===== src/rtl/cpt_pkg.sv =====
`default_nettype none
// ----------------------------------------------------------------------------
// cpt_pkg: shared types and constants for the capture tachometer
// Field widths, register map, queue entry and sequencer state encodings.
// ----------------------------------------------------------------------------
package cpt_pkg;

  localparam int CAP_W    = 16;
  localparam int PERIOD_W = 16;
  localparam int TICK_W   = 20;
  localparam int PPR_W    = 5;
  localparam int DIAM_W   = 12;
  localparam int INTV_W   = 17;
  localparam int OUT_W    = 16;

  localparam int ADDR_W = 5;
  localparam int DATA_W = 32;

  // divider datapath
  localparam int Q_W      = OUT_W;
  localparam int CNT_W    = $clog2(Q_W);
  localparam int PI_W     = 21;
  localparam int TD_W     = TICK_W + DIAM_W;
  localparam int PROD_W   = TD_W + PI_W;
  localparam int NUM_W    = PROD_W - Q_W;
  localparam int IP_W     = INTV_W + PPR_W;
  localparam int SCALE_W  = 5;
  localparam int DEN_W    = IP_W + SCALE_W;

  // pi in Q16 times 9 (3.6 km/h per m/s over the 0.01 and mm scaling)
  localparam logic [PI_W-1:0]    PI9_Q16       = 21'd1852983;
  localparam logic [SCALE_W-1:0] SPD_DEN_SCALE = 5'd25;
  localparam logic [6:0]         RPM_SCALE     = 7'd60;
  localparam logic [Q_W-1:0]     SAT_VAL       = {Q_W{1'b1}};

  localparam logic [PERIOD_W-1:0] PERIOD_RST = 16'd60000;
  localparam logic [TICK_W-1:0]   TICK_RST   = 20'd10000;
  localparam logic [PPR_W-1:0]    PPR_RST    = 5'd2;
  localparam logic [DIAM_W-1:0]   DIAM_RST   = 12'd500;
  localparam logic [INTV_W-1:0]   MIN_RST    = 17'd1000;

  // power of two
  localparam int FIFO_DEPTH = 2;
  localparam int PTR_W      = $clog2(FIFO_DEPTH);

  typedef enum logic [2:0] {
    REG_PERIOD = 3'd0,
    REG_TICK   = 3'd1,
    REG_PPR    = 3'd2,
    REG_DIAM   = 3'd3,
    REG_MIN    = 3'd4
  } reg_idx_t;

  typedef enum logic {
    OP_CAPTURE = 1'b0,
    OP_WRAP    = 1'b1
  } op_t;

  typedef enum logic [2:0] {
    B_IDLE,
    B_MUL1,
    B_MUL2,
    B_SAT_RPM,
    B_DIV_RPM,
    B_SAT_SPD,
    B_DIV_SPD,
    B_DONE
  } back_state_t;

  typedef struct packed {
    logic [PERIOD_W-1:0] timer_period;
    logic [TICK_W-1:0]   tick_rate_hz;
    logic [PPR_W-1:0]    pulses_per_rev;
    logic [DIAM_W-1:0]   wheel_diameter_mm;
    logic [INTV_W-1:0]   min_interval;
  } cfg_t;

  typedef struct packed {
    logic              measured;
    logic [INTV_W-1:0] interval;
    logic              overflow_error;
  } job_t;

  typedef struct packed {
    logic full;
    logic empty;
  } fifo_stat_t;

endpackage : cpt_pkg
`default_nettype wire


===== src/rtl/cpt_ifs.sv =====
`default_nettype none
// ----------------------------------------------------------------------------
// cpt_ifs: event and result channels of the capture tachometer
// Valid/ready channels; a transfer happens when valid and ready are high.
// ----------------------------------------------------------------------------
interface cpt_req_if;
  import cpt_pkg::*;

  logic             valid;
  logic             ready;
  logic             op;
  logic [CAP_W-1:0] capture_value;

  modport source (output valid, op, capture_value, input ready);
  modport sink   (input valid, op, capture_value, output ready);
endinterface : cpt_req_if

interface cpt_rsp_if;
  import cpt_pkg::*;

  logic              valid;
  logic              ready;
  logic              measured;
  logic [INTV_W-1:0] interval_ticks;
  logic [OUT_W-1:0]  rpm;
  logic [OUT_W-1:0]  speed_centi_kmh;
  logic              overflow_error;

  modport source (output valid, measured, interval_ticks, rpm, speed_centi_kmh,
                  overflow_error, input ready);
  modport sink   (input valid, measured, interval_ticks, rpm, speed_centi_kmh,
                  overflow_error, output ready);
endinterface : cpt_rsp_if
`default_nettype wire


===== src/rtl/capture_tachometer_top.sv =====
`default_nettype none
// ----------------------------------------------------------------------------
// capture_tachometer_top: wheel tachometer from timer input capture
// Capture and wrap events in, interval, rpm and speed results out.
// ----------------------------------------------------------------------------
// One result per event. The intake stage takes an event every cycle while its
// two-entry job queue has room. A capture that yields a measurement passes
// the arithmetic sequencer through one pop, two multiply stages, then one
// shared 16-step shift-subtract divider run twice (rpm, then speed), each run
// preceded by a saturation check that skips the 16 steps when the result
// saturates, and the load of the output register, which waits for a free slot.
// Wrap events and captures without a measurement go from the pop straight to
// that load. The sequencer finishes one job before it pops the next, so the
// divider sets the sustained rate of measuring captures.
module capture_tachometer_top (
  input  logic                       clk,
  input  logic                       rst,
  cpt_req_if.sink                    req,
  cpt_rsp_if.source                  rsp,
  input  logic                       psel,
  input  logic                       penable,
  input  logic                       pwrite,
  input  logic [cpt_pkg::ADDR_W-1:0] paddr,
  input  logic [cpt_pkg::DATA_W-1:0] pwdata,
  output logic [cpt_pkg::DATA_W-1:0] prdata,
  output logic                       pready
);
  import cpt_pkg::*;

  cfg_t       cfg;
  fifo_stat_t fifo_stat;
  logic       push;
  job_t       push_job;
  logic       pop;
  job_t       pop_job;

  cpt_regs u_regs (
    .clk     (clk),
    .rst     (rst),
    .psel    (psel),
    .penable (penable),
    .pwrite  (pwrite),
    .paddr   (paddr),
    .pwdata  (pwdata),
    .prdata  (prdata),
    .pready  (pready),
    .cfg     (cfg)
  );

  cpt_front u_front (
    .clk       (clk),
    .rst       (rst),
    .req       (req),
    .cfg       (cfg),
    .fifo_stat (fifo_stat),
    .push      (push),
    .push_job  (push_job)
  );

  cpt_fifo u_fifo (
    .clk       (clk),
    .rst       (rst),
    .push      (push),
    .push_job  (push_job),
    .pop       (pop),
    .pop_job   (pop_job),
    .fifo_stat (fifo_stat)
  );

  cpt_back u_back (
    .clk       (clk),
    .rst       (rst),
    .cfg       (cfg),
    .fifo_stat (fifo_stat),
    .pop_job   (pop_job),
    .pop       (pop),
    .rsp       (rsp)
  );

endmodule : capture_tachometer_top
`default_nettype wire


===== src/rtl/cpt_regs.sv =====
`default_nettype none
// ----------------------------------------------------------------------------
// cpt_regs: configuration register file
// APB-style write/read access to the five tachometer settings.
// ----------------------------------------------------------------------------
module cpt_regs (
  input  logic                        clk,
  input  logic                        rst,
  input  logic                        psel,
  input  logic                        penable,
  input  logic                        pwrite,
  input  logic [cpt_pkg::ADDR_W-1:0]  paddr,
  input  logic [cpt_pkg::DATA_W-1:0]  pwdata,
  output logic [cpt_pkg::DATA_W-1:0]  prdata,
  output logic                        pready,
  output cpt_pkg::cfg_t               cfg
);
  import cpt_pkg::*;

  logic     wr_en;
  reg_idx_t idx;

  assign wr_en  = psel & penable & pwrite;
  assign idx    = reg_idx_t'(paddr[ADDR_W-1:2]);
  assign pready = 1'b1;

  always_ff @(posedge clk) begin
    if (rst) begin
      cfg.timer_period      <= PERIOD_RST;
      cfg.tick_rate_hz      <= TICK_RST;
      cfg.pulses_per_rev    <= PPR_RST;
      cfg.wheel_diameter_mm <= DIAM_RST;
      cfg.min_interval      <= MIN_RST;
    end else if (wr_en) begin
      case (idx)
        REG_PERIOD: cfg.timer_period      <= pwdata[PERIOD_W-1:0];
        REG_TICK:   cfg.tick_rate_hz      <= pwdata[TICK_W-1:0];
        REG_PPR:    cfg.pulses_per_rev    <= pwdata[PPR_W-1:0];
        REG_DIAM:   cfg.wheel_diameter_mm <= pwdata[DIAM_W-1:0];
        REG_MIN:    cfg.min_interval      <= pwdata[INTV_W-1:0];
        default: ;
      endcase
    end
  end

  always_comb begin
    case (idx)
      REG_PERIOD: prdata = DATA_W'(cfg.timer_period);
      REG_TICK:   prdata = DATA_W'(cfg.tick_rate_hz);
      REG_PPR:    prdata = DATA_W'(cfg.pulses_per_rev);
      REG_DIAM:   prdata = DATA_W'(cfg.wheel_diameter_mm);
      REG_MIN:    prdata = DATA_W'(cfg.min_interval);
      default:    prdata = '0;
    endcase
  end

endmodule : cpt_regs
`default_nettype wire


===== src/rtl/cpt_front.sv =====
`default_nettype none
// ----------------------------------------------------------------------------
// cpt_front: event intake and interval classification
// Tracks last capture and wrap state, forms the interval, queues a job.
// ----------------------------------------------------------------------------
module cpt_front (
  input  logic                clk,
  input  logic                rst,
  cpt_req_if.sink             req,
  input  cpt_pkg::cfg_t       cfg,
  input  cpt_pkg::fifo_stat_t fifo_stat,
  output logic                push,
  output cpt_pkg::job_t       push_job
);
  import cpt_pkg::*;

  logic [CAP_W-1:0]  last_capture;
  logic [CAP_W-1:0]  last_capture_next;
  logic              have_capture;
  logic              have_capture_next;
  logic              wrapped;
  logic              wrapped_next;
  logic [INTV_W-1:0] base;
  logic [INTV_W-1:0] diff;

  assign req.ready = ~fifo_stat.full;
  assign push      = req.valid & ~fifo_stat.full;

  // modulus is period + 1 since the timer counts 0..period
  assign base = wrapped ? (INTV_W'(cfg.timer_period) + INTV_W'(1)) : '0;
  assign diff = base + INTV_W'(req.capture_value) - INTV_W'(last_capture);

  always_comb begin
    push_job          = '0;
    last_capture_next = last_capture;
    have_capture_next = have_capture;
    wrapped_next      = wrapped;
    if (req.op == OP_CAPTURE) begin
      if (have_capture) begin
        push_job.interval = diff;
        push_job.measured = (diff > cfg.min_interval);
      end
      last_capture_next = req.capture_value;
      have_capture_next = 1'b1;
      wrapped_next      = 1'b0;
    end else begin
      if (wrapped && have_capture) begin
        push_job.overflow_error = 1'b1;
      end else begin
        wrapped_next = 1'b1;
      end
    end
  end

  always_ff @(posedge clk) begin
    if (rst) begin
      last_capture <= '0;
      have_capture <= 1'b0;
      wrapped      <= 1'b0;
    end else if (push) begin
      last_capture <= last_capture_next;
      have_capture <= have_capture_next;
      wrapped      <= wrapped_next;
    end
  end

endmodule : cpt_front
`default_nettype wire


===== src/rtl/cpt_fifo.sv =====
`default_nettype none
// ----------------------------------------------------------------------------
// cpt_fifo: job queue between intake and arithmetic
// Small register FIFO, FIFO_DEPTH entries.
// ----------------------------------------------------------------------------
module cpt_fifo (
  input  logic                clk,
  input  logic                rst,
  input  logic                push,
  input  cpt_pkg::job_t       push_job,
  input  logic                pop,
  output cpt_pkg::job_t       pop_job,
  output cpt_pkg::fifo_stat_t fifo_stat
);
  import cpt_pkg::*;

  job_t             mem [FIFO_DEPTH];
  logic [PTR_W-1:0] wr_ptr;
  logic [PTR_W-1:0] rd_ptr;
  logic [PTR_W:0]   count;

  assign fifo_stat.full  = (count == (PTR_W + 1)'(FIFO_DEPTH));
  assign fifo_stat.empty = (count == '0);
  assign pop_job         = mem[rd_ptr];

  always_ff @(posedge clk) begin
    if (push) begin
      mem[wr_ptr] <= push_job;
    end
  end

  always_ff @(posedge clk) begin
    if (rst) begin
      wr_ptr <= '0;
      rd_ptr <= '0;
      count  <= '0;
    end else begin
      if (push) begin
        wr_ptr <= wr_ptr + PTR_W'(1);
      end
      if (pop) begin
        rd_ptr <= rd_ptr + PTR_W'(1);
      end
      case ({push, pop})
        2'b10:   count <= count + (PTR_W + 1)'(1);
        2'b01:   count <= count - (PTR_W + 1)'(1);
        default: count <= count;
      endcase
    end
  end

endmodule : cpt_fifo
`default_nettype wire


===== src/rtl/cpt_back.sv =====
`default_nettype none
// ----------------------------------------------------------------------------
// cpt_back: rpm and speed arithmetic
// Sequencer around two multiply stages and one shared shift-subtract divider
// with early saturation check; results leave through an output register.
// ----------------------------------------------------------------------------
module cpt_back (
  input  logic                clk,
  input  logic                rst,
  input  cpt_pkg::cfg_t       cfg,
  input  cpt_pkg::fifo_stat_t fifo_stat,
  input  cpt_pkg::job_t       pop_job,
  output logic                pop,
  cpt_rsp_if.source           rsp
);
  import cpt_pkg::*;

  back_state_t       state;
  back_state_t       state_next;
  logic [CNT_W-1:0]  cnt;
  job_t              job;
  logic [TD_W-1:0]   td;
  logic [IP_W-1:0]   ip;
  logic [PROD_W-1:0] spd_prod;
  logic [NUM_W-1:0]  spd_num;
  logic [DEN_W-1:0]  spd_den;
  logic [NUM_W-1:0]  num;
  logic [DEN_W-1:0]  den;
  logic [DEN_W-1:0]  rem;
  logic [DEN_W-1:0]  rem_next;
  logic [Q_W-1:0]    quo;
  logic [Q_W-1:0]    quo_next;
  logic [DEN_W:0]    trial;
  logic [DEN_W:0]    trial_diff;
  logic              fits;
  logic              sat_hit;
  logic              last_step;
  logic              slot_free;
  logic              load_out;
  logic [Q_W-1:0]    rpm_q;
  logic [Q_W-1:0]    spd_q;

  logic              out_valid;
  logic              out_measured;
  logic [INTV_W-1:0] out_interval;
  logic [OUT_W-1:0]  out_rpm;
  logic [OUT_W-1:0]  out_speed;
  logic              out_error;

  assign slot_free = ~out_valid | rsp.ready;
  assign last_step = (cnt == CNT_W'(Q_W - 1));

  // quotient overflows 16 bits (or divisor is zero)
  assign sat_hit = ((DEN_W + Q_W)'(num) >= {den, {Q_W{1'b0}}});

  assign trial      = {rem, quo[Q_W-1]};
  assign trial_diff = trial - {1'b0, den};
  assign fits       = (trial >= {1'b0, den});
  assign rem_next   = fits ? trial_diff[DEN_W-1:0] : trial[DEN_W-1:0];
  assign quo_next   = {quo[Q_W-2:0], fits};

  assign spd_prod = PROD_W'(td) * PROD_W'(PI9_Q16);

  always_comb begin
    state_next = state;
    case (state)
      B_IDLE:    if (!fifo_stat.empty) begin
                   state_next = pop_job.measured ? B_MUL1 : B_DONE;
                 end
      B_MUL1:    state_next = B_MUL2;
      B_MUL2:    state_next = B_SAT_RPM;
      B_SAT_RPM: state_next = sat_hit ? B_SAT_SPD : B_DIV_RPM;
      B_DIV_RPM: if (last_step) begin
                   state_next = B_SAT_SPD;
                 end
      B_SAT_SPD: state_next = sat_hit ? B_DONE : B_DIV_SPD;
      B_DIV_SPD: if (last_step) begin
                   state_next = B_DONE;
                 end
      B_DONE:    if (slot_free) begin
                   state_next = B_IDLE;
                 end
      default:   state_next = B_IDLE;
    endcase
  end

  always_comb begin
    pop      = 1'b0;
    load_out = 1'b0;
    case (state)
      B_IDLE:  pop      = ~fifo_stat.empty;
      B_DONE:  load_out = slot_free;
      default: ;
    endcase
  end

  always_ff @(posedge clk) begin
    if (rst) begin
      state <= B_IDLE;
      cnt   <= '0;
    end else begin
      state <= state_next;
      if (state == B_DIV_RPM || state == B_DIV_SPD) begin
        cnt <= cnt + CNT_W'(1);
      end else begin
        cnt <= '0;
      end
    end
  end

  always_ff @(posedge clk) begin
    case (state)
      B_IDLE: begin
        if (!fifo_stat.empty) begin
          job   <= pop_job;
          rpm_q <= '0;
          spd_q <= '0;
        end
      end
      B_MUL1: begin
        td <= TD_W'(cfg.tick_rate_hz) * TD_W'(cfg.wheel_diameter_mm);
        ip <= IP_W'(job.interval) * IP_W'(cfg.pulses_per_rev);
      end
      B_MUL2: begin
        spd_num <= spd_prod[PROD_W-1:Q_W];
        spd_den <= DEN_W'(ip) * DEN_W'(SPD_DEN_SCALE);
        num     <= NUM_W'(cfg.tick_rate_hz) * NUM_W'(RPM_SCALE);
        den     <= DEN_W'(ip);
      end
      B_SAT_RPM: begin
        if (sat_hit) begin
          rpm_q <= SAT_VAL;
          num   <= spd_num;
          den   <= spd_den;
        end else begin
          rem <= DEN_W'(num[NUM_W-1:Q_W]);
          quo <= num[Q_W-1:0];
        end
      end
      B_DIV_RPM: begin
        rem <= rem_next;
        quo <= quo_next;
        if (last_step) begin
          rpm_q <= quo_next;
          num   <= spd_num;
          den   <= spd_den;
        end
      end
      B_SAT_SPD: begin
        if (sat_hit) begin
          spd_q <= SAT_VAL;
        end else begin
          rem <= DEN_W'(num[NUM_W-1:Q_W]);
          quo <= num[Q_W-1:0];
        end
      end
      B_DIV_SPD: begin
        rem <= rem_next;
        quo <= quo_next;
        if (last_step) begin
          spd_q <= quo_next;
        end
      end
      default: ;
    endcase
  end

  always_ff @(posedge clk) begin
    if (rst) begin
      out_valid <= 1'b0;
    end else if (load_out) begin
      out_valid <= 1'b1;
    end else if (rsp.ready) begin
      out_valid <= 1'b0;
    end
  end

  always_ff @(posedge clk) begin
    if (load_out) begin
      out_measured <= job.measured;
      out_interval <= job.interval;
      out_rpm      <= rpm_q;
      out_speed    <= spd_q;
      out_error    <= job.overflow_error;
    end
  end

  assign rsp.valid           = out_valid;
  assign rsp.measured        = out_measured;
  assign rsp.interval_ticks  = out_interval;
  assign rsp.rpm             = out_rpm;
  assign rsp.speed_centi_kmh = out_speed;
  assign rsp.overflow_error  = out_error;

`ifndef SYNTHESIS
  a_unmeasured_zero: assert property (@(posedge clk) disable iff (rst)
    rsp.valid && !rsp.measured |-> rsp.rpm == '0 && rsp.speed_centi_kmh == '0)
    else $error("unmeasured result carries rpm or speed");

  a_error_clean: assert property (@(posedge clk) disable iff (rst)
    rsp.valid && rsp.overflow_error |-> !rsp.measured && rsp.interval_ticks == '0)
    else $error("overflow result carries a measurement");

  a_measured_above_min: assert property (@(posedge clk) disable iff (rst)
    rsp.valid && rsp.measured |-> rsp.interval_ticks > cfg.min_interval)
    else $error("measurement on interval at or below minimum");
`endif

endmodule : cpt_back
`default_nettype wire


===== src/flat_wrapper.sv =====
// flat-port wrapper written by rule: the top's interface ports become plain ports
module capture_tachometer_top_flat import cpt_pkg::*;
  (clk, rst, psel, penable, pwrite, paddr, pwdata, prdata, pready, req_valid, req_op, req_capture_value, req_ready, rsp_valid, rsp_measured, rsp_interval_ticks, rsp_rpm, rsp_speed_centi_kmh, rsp_overflow_error, rsp_ready);
  cpt_req_if req_i ();
  cpt_rsp_if rsp_i ();
  input  logic clk;
  input  logic rst;
  input  logic psel;
  input  logic penable;
  input  logic pwrite;
  input  logic [cpt_pkg::ADDR_W-1:0] paddr;
  input  logic [cpt_pkg::DATA_W-1:0] pwdata;
  output logic [cpt_pkg::DATA_W-1:0] prdata;
  output logic pready;
  input wire logic [$bits(req_i.valid)-1:0] req_valid;
  input wire logic [$bits(req_i.op)-1:0] req_op;
  input wire logic [$bits(req_i.capture_value)-1:0] req_capture_value;
  output wire logic [$bits(req_i.ready)-1:0] req_ready;
  output wire logic [$bits(rsp_i.valid)-1:0] rsp_valid;
  output wire logic [$bits(rsp_i.measured)-1:0] rsp_measured;
  output wire logic [$bits(rsp_i.interval_ticks)-1:0] rsp_interval_ticks;
  output wire logic [$bits(rsp_i.rpm)-1:0] rsp_rpm;
  output wire logic [$bits(rsp_i.speed_centi_kmh)-1:0] rsp_speed_centi_kmh;
  output wire logic [$bits(rsp_i.overflow_error)-1:0] rsp_overflow_error;
  input wire logic [$bits(rsp_i.ready)-1:0] rsp_ready;
  assign req_i.valid = req_valid;
  assign req_i.op = req_op;
  assign req_i.capture_value = req_capture_value;
  assign req_ready = req_i.ready;
  assign rsp_valid = rsp_i.valid;
  assign rsp_measured = rsp_i.measured;
  assign rsp_interval_ticks = rsp_i.interval_ticks;
  assign rsp_rpm = rsp_i.rpm;
  assign rsp_speed_centi_kmh = rsp_i.speed_centi_kmh;
  assign rsp_overflow_error = rsp_i.overflow_error;
  assign rsp_i.ready = rsp_ready;
  capture_tachometer_top u_core (.clk(clk), .rst(rst), .req(req_i), .rsp(rsp_i), .psel(psel), .penable(penable), .pwrite(pwrite), .paddr(paddr), .pwdata(pwdata), .prdata(prdata), .pready(pready));
endmodule

===== config.mk =====
export PLATFORM = sky130hd
export DESIGN_NAME = capture_tachometer_top_flat
export DESIGN_NICKNAME = d
export VERILOG_FILES = /design/src/rtl/cpt_pkg.sv /design/src/rtl/cpt_ifs.sv /design/src/rtl/capture_tachometer_top.sv /design/src/rtl/cpt_regs.sv /design/src/rtl/cpt_front.sv /design/src/rtl/cpt_fifo.sv /design/src/rtl/cpt_back.sv /design/src/flat_wrapper.sv
export SDC_FILE = /design/constraint.sdc
export NUM_CORES = 2
export LEC_CHECK = 0
export ABC_AREA = 1
export CAP_MARGIN = 20
export CELL_PAD_IN_SITES_DETAIL_PLACEMENT = 0
export CELL_PAD_IN_SITES_GLOBAL_PLACEMENT = 1
export CORE_ASPECT_RATIO = 0.5
export CORE_MARGIN = 2
export CORE_UTILIZATION = 46
export DETAILED_ROUTE_END_ITERATION = 12
export DONT_BUFFER_PORTS = 1
export PLACE_DENSITY = 0.77
export SLEW_MARGIN = 20
export SYNTH_ARGS = -nofsm -noshare
export SYNTH_HDL_FRONTEND = slang
export SYNTH_HIERARCHICAL = 1
export SYNTH_SLANG_ARGS = --single-unit

===== constraint.sdc =====
create_clock -name clk -period 4.9 [get_ports clk]
set_input_delay 0.245 -clock clk [delete_from_list [all_inputs] [get_ports clk]]
set_output_delay 0.245 -clock clk [all_outputs]
set_load 0.05 [all_outputs]

# --- Word level (Yosys, flattened, before mapping) ---
# Memories as Yosys holds them, arrays and structs flattened. A register that Yosys moved wholly into a read port is not among the register bits.
# Index checks and enable logic that the tools add are counted.
totals:
  regBits: 427
  out_inout_bits: 86
  wordCells: 150
  n_memories: 1
  ramBits: 38
  inputBits: 61
op_classes:
  n_eq_ne: 23
  n_reduce_logical: 27
  bitwise_logic: 9
  n_mux: 41
  multipliers: 5
  magnitude_cmp: 3
  add_sub_neg: 9
memory_table:
  columns: ["name", "words", "word_bits", "read_ports", "rd_clocked_by_memory_dff", "write_ports", "line_no", "source"]
  rows:
  - ["u_core.u_fifo.mem", 2, 19, 1, 1, 1, "cpt_fifo.sv:17", "job_t mem [FIFO_DEPTH];"]
ops:
  columns: ["operator", "n"]
  rows:
  - ["case mux 37 bit (3 select lines)", 1]
  - ["two-way mux 27 bit", 4]
  - ["case mux 20 bit (5 select lines)", 1]
  - ["case mux 16 bit (3 select lines)", 2]
  - ["case mux 27 bit (3 select lines)", 1]
  - ["two-way mux 37 bit", 2]
  - ["two-way mux 16 bit", 4]
  - ["case mux 27 bit (2 select lines)", 1]
  - ["multiplier 32 x 21 -> 53 bit, second input constant", 1]
  - [">= comparator 37 x 43 -> 1 bit", 1]
  - ["two-way mux 18 bit", 2]
  - ["multiplier 20 x 12 -> 32 bit", 1]
  - ["case mux 16 bit (2 select lines)", 1]
  - [">= comparator 28 x 27 -> 1 bit", 1]
  - ["multiplier 22 x 5 -> 27 bit, second input constant", 1]
  - ["subtractor 27 bit", 1]
  - ["multiplier 20 x 4 -> 24 bit, second input constant", 1]
  - ["case mux 3 bit (8 select lines)", 1]
  - ["multiplier 17 x 5 -> 22 bit", 1]
  - ["AND reduction 2 bit", 9]
  - ["adder 16 x 1 -> 17 bit, second input constant", 1]
  - ["adder 17 x 16 -> 17 bit", 1]
  - ["greater-than comparator 17 bit", 1]
  - ["two-way mux 17 bit", 1]
  - ["other kinds (27)", 76]

# --- Logic depth before layout (Yosys ltp) ---
logic_depth:
  word_depth: 7
  mapped_depth: 31
  mapped_depth_nobuf: 31

# --- Cells and area by module ---
# The synthesis kept the hierarchy.
by_module_without_submodules:
  columns: ["mod", "cells_each", "area_each_um2", "n_inst"]
  rows:
  - ["cpt_back", 4983, 41780.1, 1]
  - ["cpt_regs", 551, 3647.2, 1]
  - ["cpt_front", 536, 3143.0, 1]
  - ["cpt_fifo", 92, 1649.1, 1]

# --- Worst setup path after synthesis ---
# No wires, ideal clock.
synth_timing:
  path_kind: "register to register"
  start: "reg u_core.u_back.state[1]"
  end: "reg u_core.u_back.spd_den[0] (enable)"
  period_less_slack_ns: 5.426
  setup_slack_ns: -0.526
  t_arrival_ns: 4.861
  required_time_ns: 4.335
  path_stages_with_launch: 4
  setup_ns: 0.565
  path_cell_list: "dfxtp_1 > buf_2 > inv_1 > nor3_1"
synth_between:
  elab_chain_len: 1
synth_rtl:
  columns: ["item", "line_no", "source"]
  rows:
  - ["start, declared", "cpt_back.sv:18", "back_state_t state;"]
  - ["start signal, assigned", "cpt_back.sv:102", "state <= state_next;"]
  - ["equality test 3 x 2 -> 1 bit", "cpt_back.sv:112", "case (state)"]
  - ["end signal, assigned", "cpt_back.sv:126", "spd_den <= DEN_W'(ip) * DEN_W'(SPD_DEN_SCALE);"]
  - ["end, declared", "cpt_back.sv:26", "logic [DEN_W-1:0] spd_den;"]
# No other way between the ends.
# A chain may end at the register's enable or synchronous reset.

# --- Worst setup path in the final report ---
layout_timing:
  start: "reg u_core.u_back.td[19]"
  end: "reg u_core.u_back.spd_num[8], data pin"
layout_between:
  elab_chain_len: 1
layout_rtl:
  columns: ["item", "line_no", "source"]
  rows:
  - ["start, declared", "cpt_back.sv:22", "logic [TD_W-1:0] td;"]
  - ["start signal, assigned", "cpt_back.sv:121", "td <= TD_W'(cfg.tick_rate_hz) * TD_W'(cfg.wheel_diameter_mm);"]
  - ["multiplier 32 x 21 -> 53 bit", "cpt_back.sv:62", "assign spd_prod = PROD_W'(td) * PROD_W'(PI9_Q16);"]
  - ["net u_core.u_back.spd_prod[24]", "cpt_back.sv:24", "logic [PROD_W-1:0] spd_prod;"]
  - ["end signal, assigned", "cpt_back.sv:125", "spd_num <= spd_prod[PROD_W-1:Q_W];"]
  - ["end, declared", "cpt_back.sv:25", "logic [NUM_W-1:0] spd_num;"]
# The timed path passes the listed nets, and every way through them passes these cells.

==> results.rst <==
.. list-table::
   :header-rows: 1

   * - Metric
     - Value
   * - IO Pins
     - approximately 150
   * - First-pass GRT wire length
     - ~230000 microns
   * - Layout net count
     - 7807
   * - Top_reg_cell synth
     - sky130_fd_sc_hd__edfxtp_1
   * - Hold Path Sink
     - u_core/u_regs/cfg[56]
   * - CTS tree
     - yes
   * - Beginning of the worst register-to-register path
     - u_core/u_back/td[19]
   * - Critical Path AT
     - 5.95 ns
   * - R2R cell count
     - 24
   * - Endpoint of the lowest-slack register-to-register path
     - u_core/u_back/spd_num[8]
   * - Post-route setup slack
     - -0.695 ns
   * - Final-report setup violation count
     - 37
   * - Fraction of layout cells with a size suffix above 1
     - 19.3%
   * - Final hold violation count
     - 0
   * - Dominant cell type by count on the critical path
     - sky130_fd_sc_hd__fa_1
   * - Count of input and output buffers
     - 0
   * - Avg Cell Area, Syn
     - 8.15 sq um
   * - Syn-to-layout area delta
     - 22.1%
   * - Count of unresolved DRC violations after routing
     - 0
   * - Highest fanout seen on the critical path
     - 5
   * - Detailed-routing iteration count for the pre-antenna-repair pass
     - 6
   * - Maximum clock insertion buffer count
     - 3
   * - Count of mapped cells out of synthesis
     - 6162
   * - Count of standard-cell rows
     - 85
   * - Count of antenna-violating nets left after detailed routing
     - 0
   * - All-layer global routing usage
     - 26.5%
   * - Post-synthesis cell area
     - 50200 sq um
   * - Die Ht
     - approximately 240 microns
   * - Fmax achieved
     - between 0.15 and 0.2 GHz
   * - Clock transition time at the flip-flop clock pins of the worst setup and hold paths
     - 0.07 ns
   * - Failing checks
     - negative setup slack
   * - Vias in the first global route
     - approximately 42000
   * - Routed WL
     - 150000 microns
   * - Kind of critical path
     - register to register
   * - Max-Cap Viols
     - 0
   * - Cell chain of the critical path
     - buf_6 -> fa_1 -> inv_2 -> fa_1 -> inv_2 -> fa_1 -> inv_2 -> fa_1 -> inv_1 -> fa_1 -> inv_2 -> fa_1 -> inv_2 -> ha_4 -> nand2_4 -> nor2_4 -> buf_6 -> nand2_4 -> buf_6 -> inv_4 -> nand2_4 -> nand2_4 -> a21oi_4 -> xnor2_2
   * - Unique masters post-synth
     - 56
   * - Detailed Place HPWL
     - 124000 microns
   * - Worst min-delay path startpoint
     - paddr[4]
   * - Fin crit share
     - 114%
   * - Max_slew headroom
     - about 30%
   * - Hold Path Cell Cnt
     - 4
   * - Final Wtd Congestion
     - about 0.97
   * - Number of warning messages in the yosys log
     - 6
   * - Final cell count without fillers
     - 8169
   * - Post-synthesis sequential element count
     - 466
   * - RSZ-0062 raised after global routing
     - yes
   * - Status
     - finished, violations left
   * - Overall overflow remaining after global route
     - 0
   * - Final hold slack
     - 0.0393 ns
   * - Max stage delay cell, worst path
     - sky130_fd_sc_hd__fa_1
   * - Maximum number of pins on one net before global-route repair
     - 71
   * - Clk sink count
     - around 470
   * - H-Tree Level Count
     - 2
   * - Final critical path time including I/O delays and setup
     - 5.60 ns
   * - Number of max-slew violations in the final report
     - 0
   * - Number of synthesized flops with an enable pin
     - 365
   * - Number of vias after detailed routing
     - 41300
   * - Kind of path behind the tightest hold check
     - primary input to register
   * - Vias/cell
     - 5.06
   * - WL/cell
     - 18.3 microns
   * - Setup slack of the most critical reg-to-reg path
     - -0.70 ns
   * - Clock tree root driver cell
     - sky130_fd_sc_hd__clkbuf_16
   * - Transition time of the tightest slew-check pin
     - 1.04 ns
   * - Worst setup skew after layout
     - 0.0292 ns
   * - Horizontal die dimension
     - 471 microns
   * - Worst slack, placed
     - -0.951 ns
   * - Starting density of the core
     - 46.5%
   * - DIE AREA
     - 112000 sq um
   * - Core area
     - 108000 sq um
   * - Timing startpoint of the critical path
     - u_core/u_back/td[19]
   * - Antenna violations before repair
     - 8
   * - Clk Latency, worst-skew pair
     - about 0.62 ns
   * - Sequential-to-total area share from yosys stat
     - about a quarter
   * - Drt first-iter violations
     - 3124
   * - Share of async-settable or async-resettable flops after synthesis
     - 0%
   * - Total CTS buffers
     - 47
   * - Required arrival time at the worst endpoint
     - 5.26 ns
   * - Delay of the slowest cell on the worst path
     - between 0.5 and 0.6 ns
   * - Count of placed standard cells including taps
     - 7920
   * - Critical Path End Type
     - register
   * - Kind of launch point of the worst setup path
     - register
==> cell usage after synthesis (3+ instances only) <==
library cell	instances	area share (%)
sky130_fd_sc_hd__o21a_1	10	0.15
sky130_fd_sc_hd__a21boi_0	3	0.045
sky130_fd_sc_hd__a21oi_1	232	2.3
sky130_fd_sc_hd__mux2_2	9	0.20
sky130_fd_sc_hd__o21bai_1	28	0.42
sky130_fd_sc_hd__a211oi_1	3	0.045
sky130_fd_sc_hd__nand3b_1	15	0.22
sky130_fd_sc_hd__nand3_4	3	0.10
sky130_fd_sc_hd__nand2_2	14	0.17
sky130_fd_sc_hd__nor2_8	5	0.20
sky130_fd_sc_hd__o21ai_0	167	1.7
sky130_fd_sc_hd__a31oi_1	11	0.14
sky130_fd_sc_hd__xnor2_1	51	0.89
sky130_fd_sc_hd__ha_1	542	14
sky130_fd_sc_hd__a21o_1	13	0.19
sky130_fd_sc_hd__edfxtp_1	365	22
sky130_fd_sc_hd__nor4_1	7	0.087
sky130_fd_sc_hd__nor2_1	424	3.2
sky130_fd_sc_hd__buf_1	8	0.060
sky130_fd_sc_hd__nand2_1	1568	12
sky130_fd_sc_hd__mux2_4	10	0.30
sky130_fd_sc_hd__nor2_2	8	0.10
sky130_fd_sc_hd__xor2_1	59	1.0
sky130_fd_sc_hd__nand4_1	87	1.1
sky130_fd_sc_hd__inv_2	15	0.11
sky130_fd_sc_hd__o21ai_2	3	0.052
sky130_fd_sc_hd__inv_1	1393	10
sky130_fd_sc_hd__nand2_4	3	0.067
sky130_fd_sc_hd__dfxtp_1	101	4.0
sky130_fd_sc_hd__nand3_2	3	0.060
sky130_fd_sc_hd__clkbuf_1	70	0.52
sky130_fd_sc_hd__buf_6	14	0.31
sky130_fd_sc_hd__buf_2	24	0.24
sky130_fd_sc_hd__or2_2	7	0.087
sky130_fd_sc_hd__and2_1	6	0.075
sky130_fd_sc_hd__buf_4	20	0.30
sky130_fd_sc_hd__nor3_1	42	0.42
sky130_fd_sc_hd__o21ai_1	10	0.10
sky130_fd_sc_hd__nor2_4	8	0.18
sky130_fd_sc_hd__nand3_1	269	2.7
sky130_fd_sc_hd__fa_1	511	20
==> sequential cells by signal, indices dropped and copies added (netlist names), 2 cells and up, named ones only <==
register / cells
u_core/u_front/last_capture: 16
u_core/u_back/spd_q: 16
u_core/u_back/spd_num: 37
u_core/u_back/rem: 27
u_core/u_fifo/mem: 38
u_core/u_back/td: 32
u_core/u_regs/cfg: 70
u_core/u_back/job: 19
u_core/u_back/ip: 22
u_core/u_back/rsp.rpm: 16
u_core/u_back/num: 37
u_core/u_back/quo: 16
u_core/u_back/state: 3
u_core/u_back/cnt: 4
u_core/u_back/den: 27
u_core/u_fifo/count: 2
u_core/u_back/rsp.interval_ticks: 17
u_core/u_back/spd_den: 27
u_core/u_back/rpm_q: 16
u_core/u_back/rsp.speed_centi_kmh: 16
==> cells by family (layout without fill, tap and decap cells) <==
family                     Yosys count  in the layout  share of synthesized area [%]
other                                2             16                         0.0150
buffers and inverters             1548           2106                           12.1
and+or+nand+nor                   2478           2478                           20.6
DFF                                466            466                           25.9
xor gates and xnor gates           110            110                           1.92
AOI/OAI and AO/OA                  486            486                           5.22
muxes                               19             19                          0.501
adders and majority gates         1053           1053                           33.9
==> what timing repair did <==
action / 4_1_cts / 5_1_grt
endpoints found under the hold margin: 107 / 0
setup endpoints to repair: 56 / 58
hold buffers: 66 / 0
pin swaps: 124 / 250
cloned: 0 / 3
resized for setup: 311 / 410
setup buffers: 32 / 64
==> critical path: cells and delay by family (launching register included) <==
family	cells	cell delay (ns)
buffers and inverters	10	0.74
adder cells (fa/ha/maj)	7	3.46
flip-flops	1	0.50
AND/OR/NAND/NOR	5	0.40
AO/OA/AOI/OAI	1	0.05
XOR/XNOR	1	0.18
==> cell usage in the layout (no fill, tap or decap), types with 46 or more instances in the layout <==
master / netlist / final
sky130_fd_sc_hd__a21oi_1: 232 / 166
sky130_fd_sc_hd__a21oi_2: 0 / 50
sky130_fd_sc_hd__buf_4: 20 / 471
sky130_fd_sc_hd__buf_6: 14 / 49
sky130_fd_sc_hd__clkbuf_16: 0 / 51
sky130_fd_sc_hd__dfxtp_1: 101 / 80
sky130_fd_sc_hd__dlygate4sd3_1: 0 / 65
sky130_fd_sc_hd__edfxtp_1: 365 / 365
sky130_fd_sc_hd__fa_1: 511 / 476
sky130_fd_sc_hd__ha_1: 542 / 459
sky130_fd_sc_hd__ha_4: 0 / 80
sky130_fd_sc_hd__inv_1: 1393 / 1292
sky130_fd_sc_hd__inv_2: 15 / 108
sky130_fd_sc_hd__nand2_1: 1568 / 1442
sky130_fd_sc_hd__nand2_2: 14 / 95
sky130_fd_sc_hd__nand2_4: 3 / 46
sky130_fd_sc_hd__nand3_1: 269 / 261
sky130_fd_sc_hd__nand4_1: 87 / 87
sky130_fd_sc_hd__nor2_1: 424 / 345
sky130_fd_sc_hd__nor2_4: 8 / 56
sky130_fd_sc_hd__o21ai_0: 167 / 129
sky130_fd_sc_hd__xnor2_1: 51 / 49
sky130_fd_sc_hd__xor2_1: 59 / 52
==> routing by layer <==
layer | up-vias | share of wire [%] | track usage, %
li1 | 20100 | - | -
met1 | 20000 | 48 | 39.2
met2 | 979 | 43 | 40.7
met3 | 150 | 7.0 | 5.44
met4 | 4 | 1.6 | 4.23
met5 | - | 0.018 | 0
==> worst max-delay path by stage <==
stage	end	slack (ns)	cells after the start
2_1_floorplan	u_core/u_back/spd_num[20]	-0.33	23
3_3_place_gp	u_core/u_back/spd_num[16]	-0.95	20
3_5_place_dp	u_core/u_back/spd_num[35]	-0.95	20
4_1_cts	u_core/u_back/spd_num[24]	-0.73	25
5_1_grt	u_core/u_back/spd_num[22]	-0.92	23
6_report	u_core/u_back/spd_num[8]	-0.70	24
==> per-stage QoR <==
stage | cell area [sq um] | setup TNS, ns | utilization (%)
final | 61300 | -21.52 | 56.8
after global routing | 61300 | -29.46 | 56.8
after floorplan | 50700 | -6.14 | -
after CTS | 59200 | -21.00 | 54.9
after detailed placement | 55400 | -32.79 | 51.3
after global placement | 55400 | -31.96 | 51.3
==> final cells by class <==
cell class                 instances  area, sq um
clock inverter                    34          527
timing repair buffer             609         5220
tap                             1435         1800
inverter                        1410         5320
antenna                            3         7.51
sequential                       466        13000
multi-input combinational       4159        34200
fill                            9778        46600
clock buffer                      53         1240
Power is left out: the tool's default activity adds up to more than one toggle a clock period on the data nets, which glitch-free logic cannot reach.
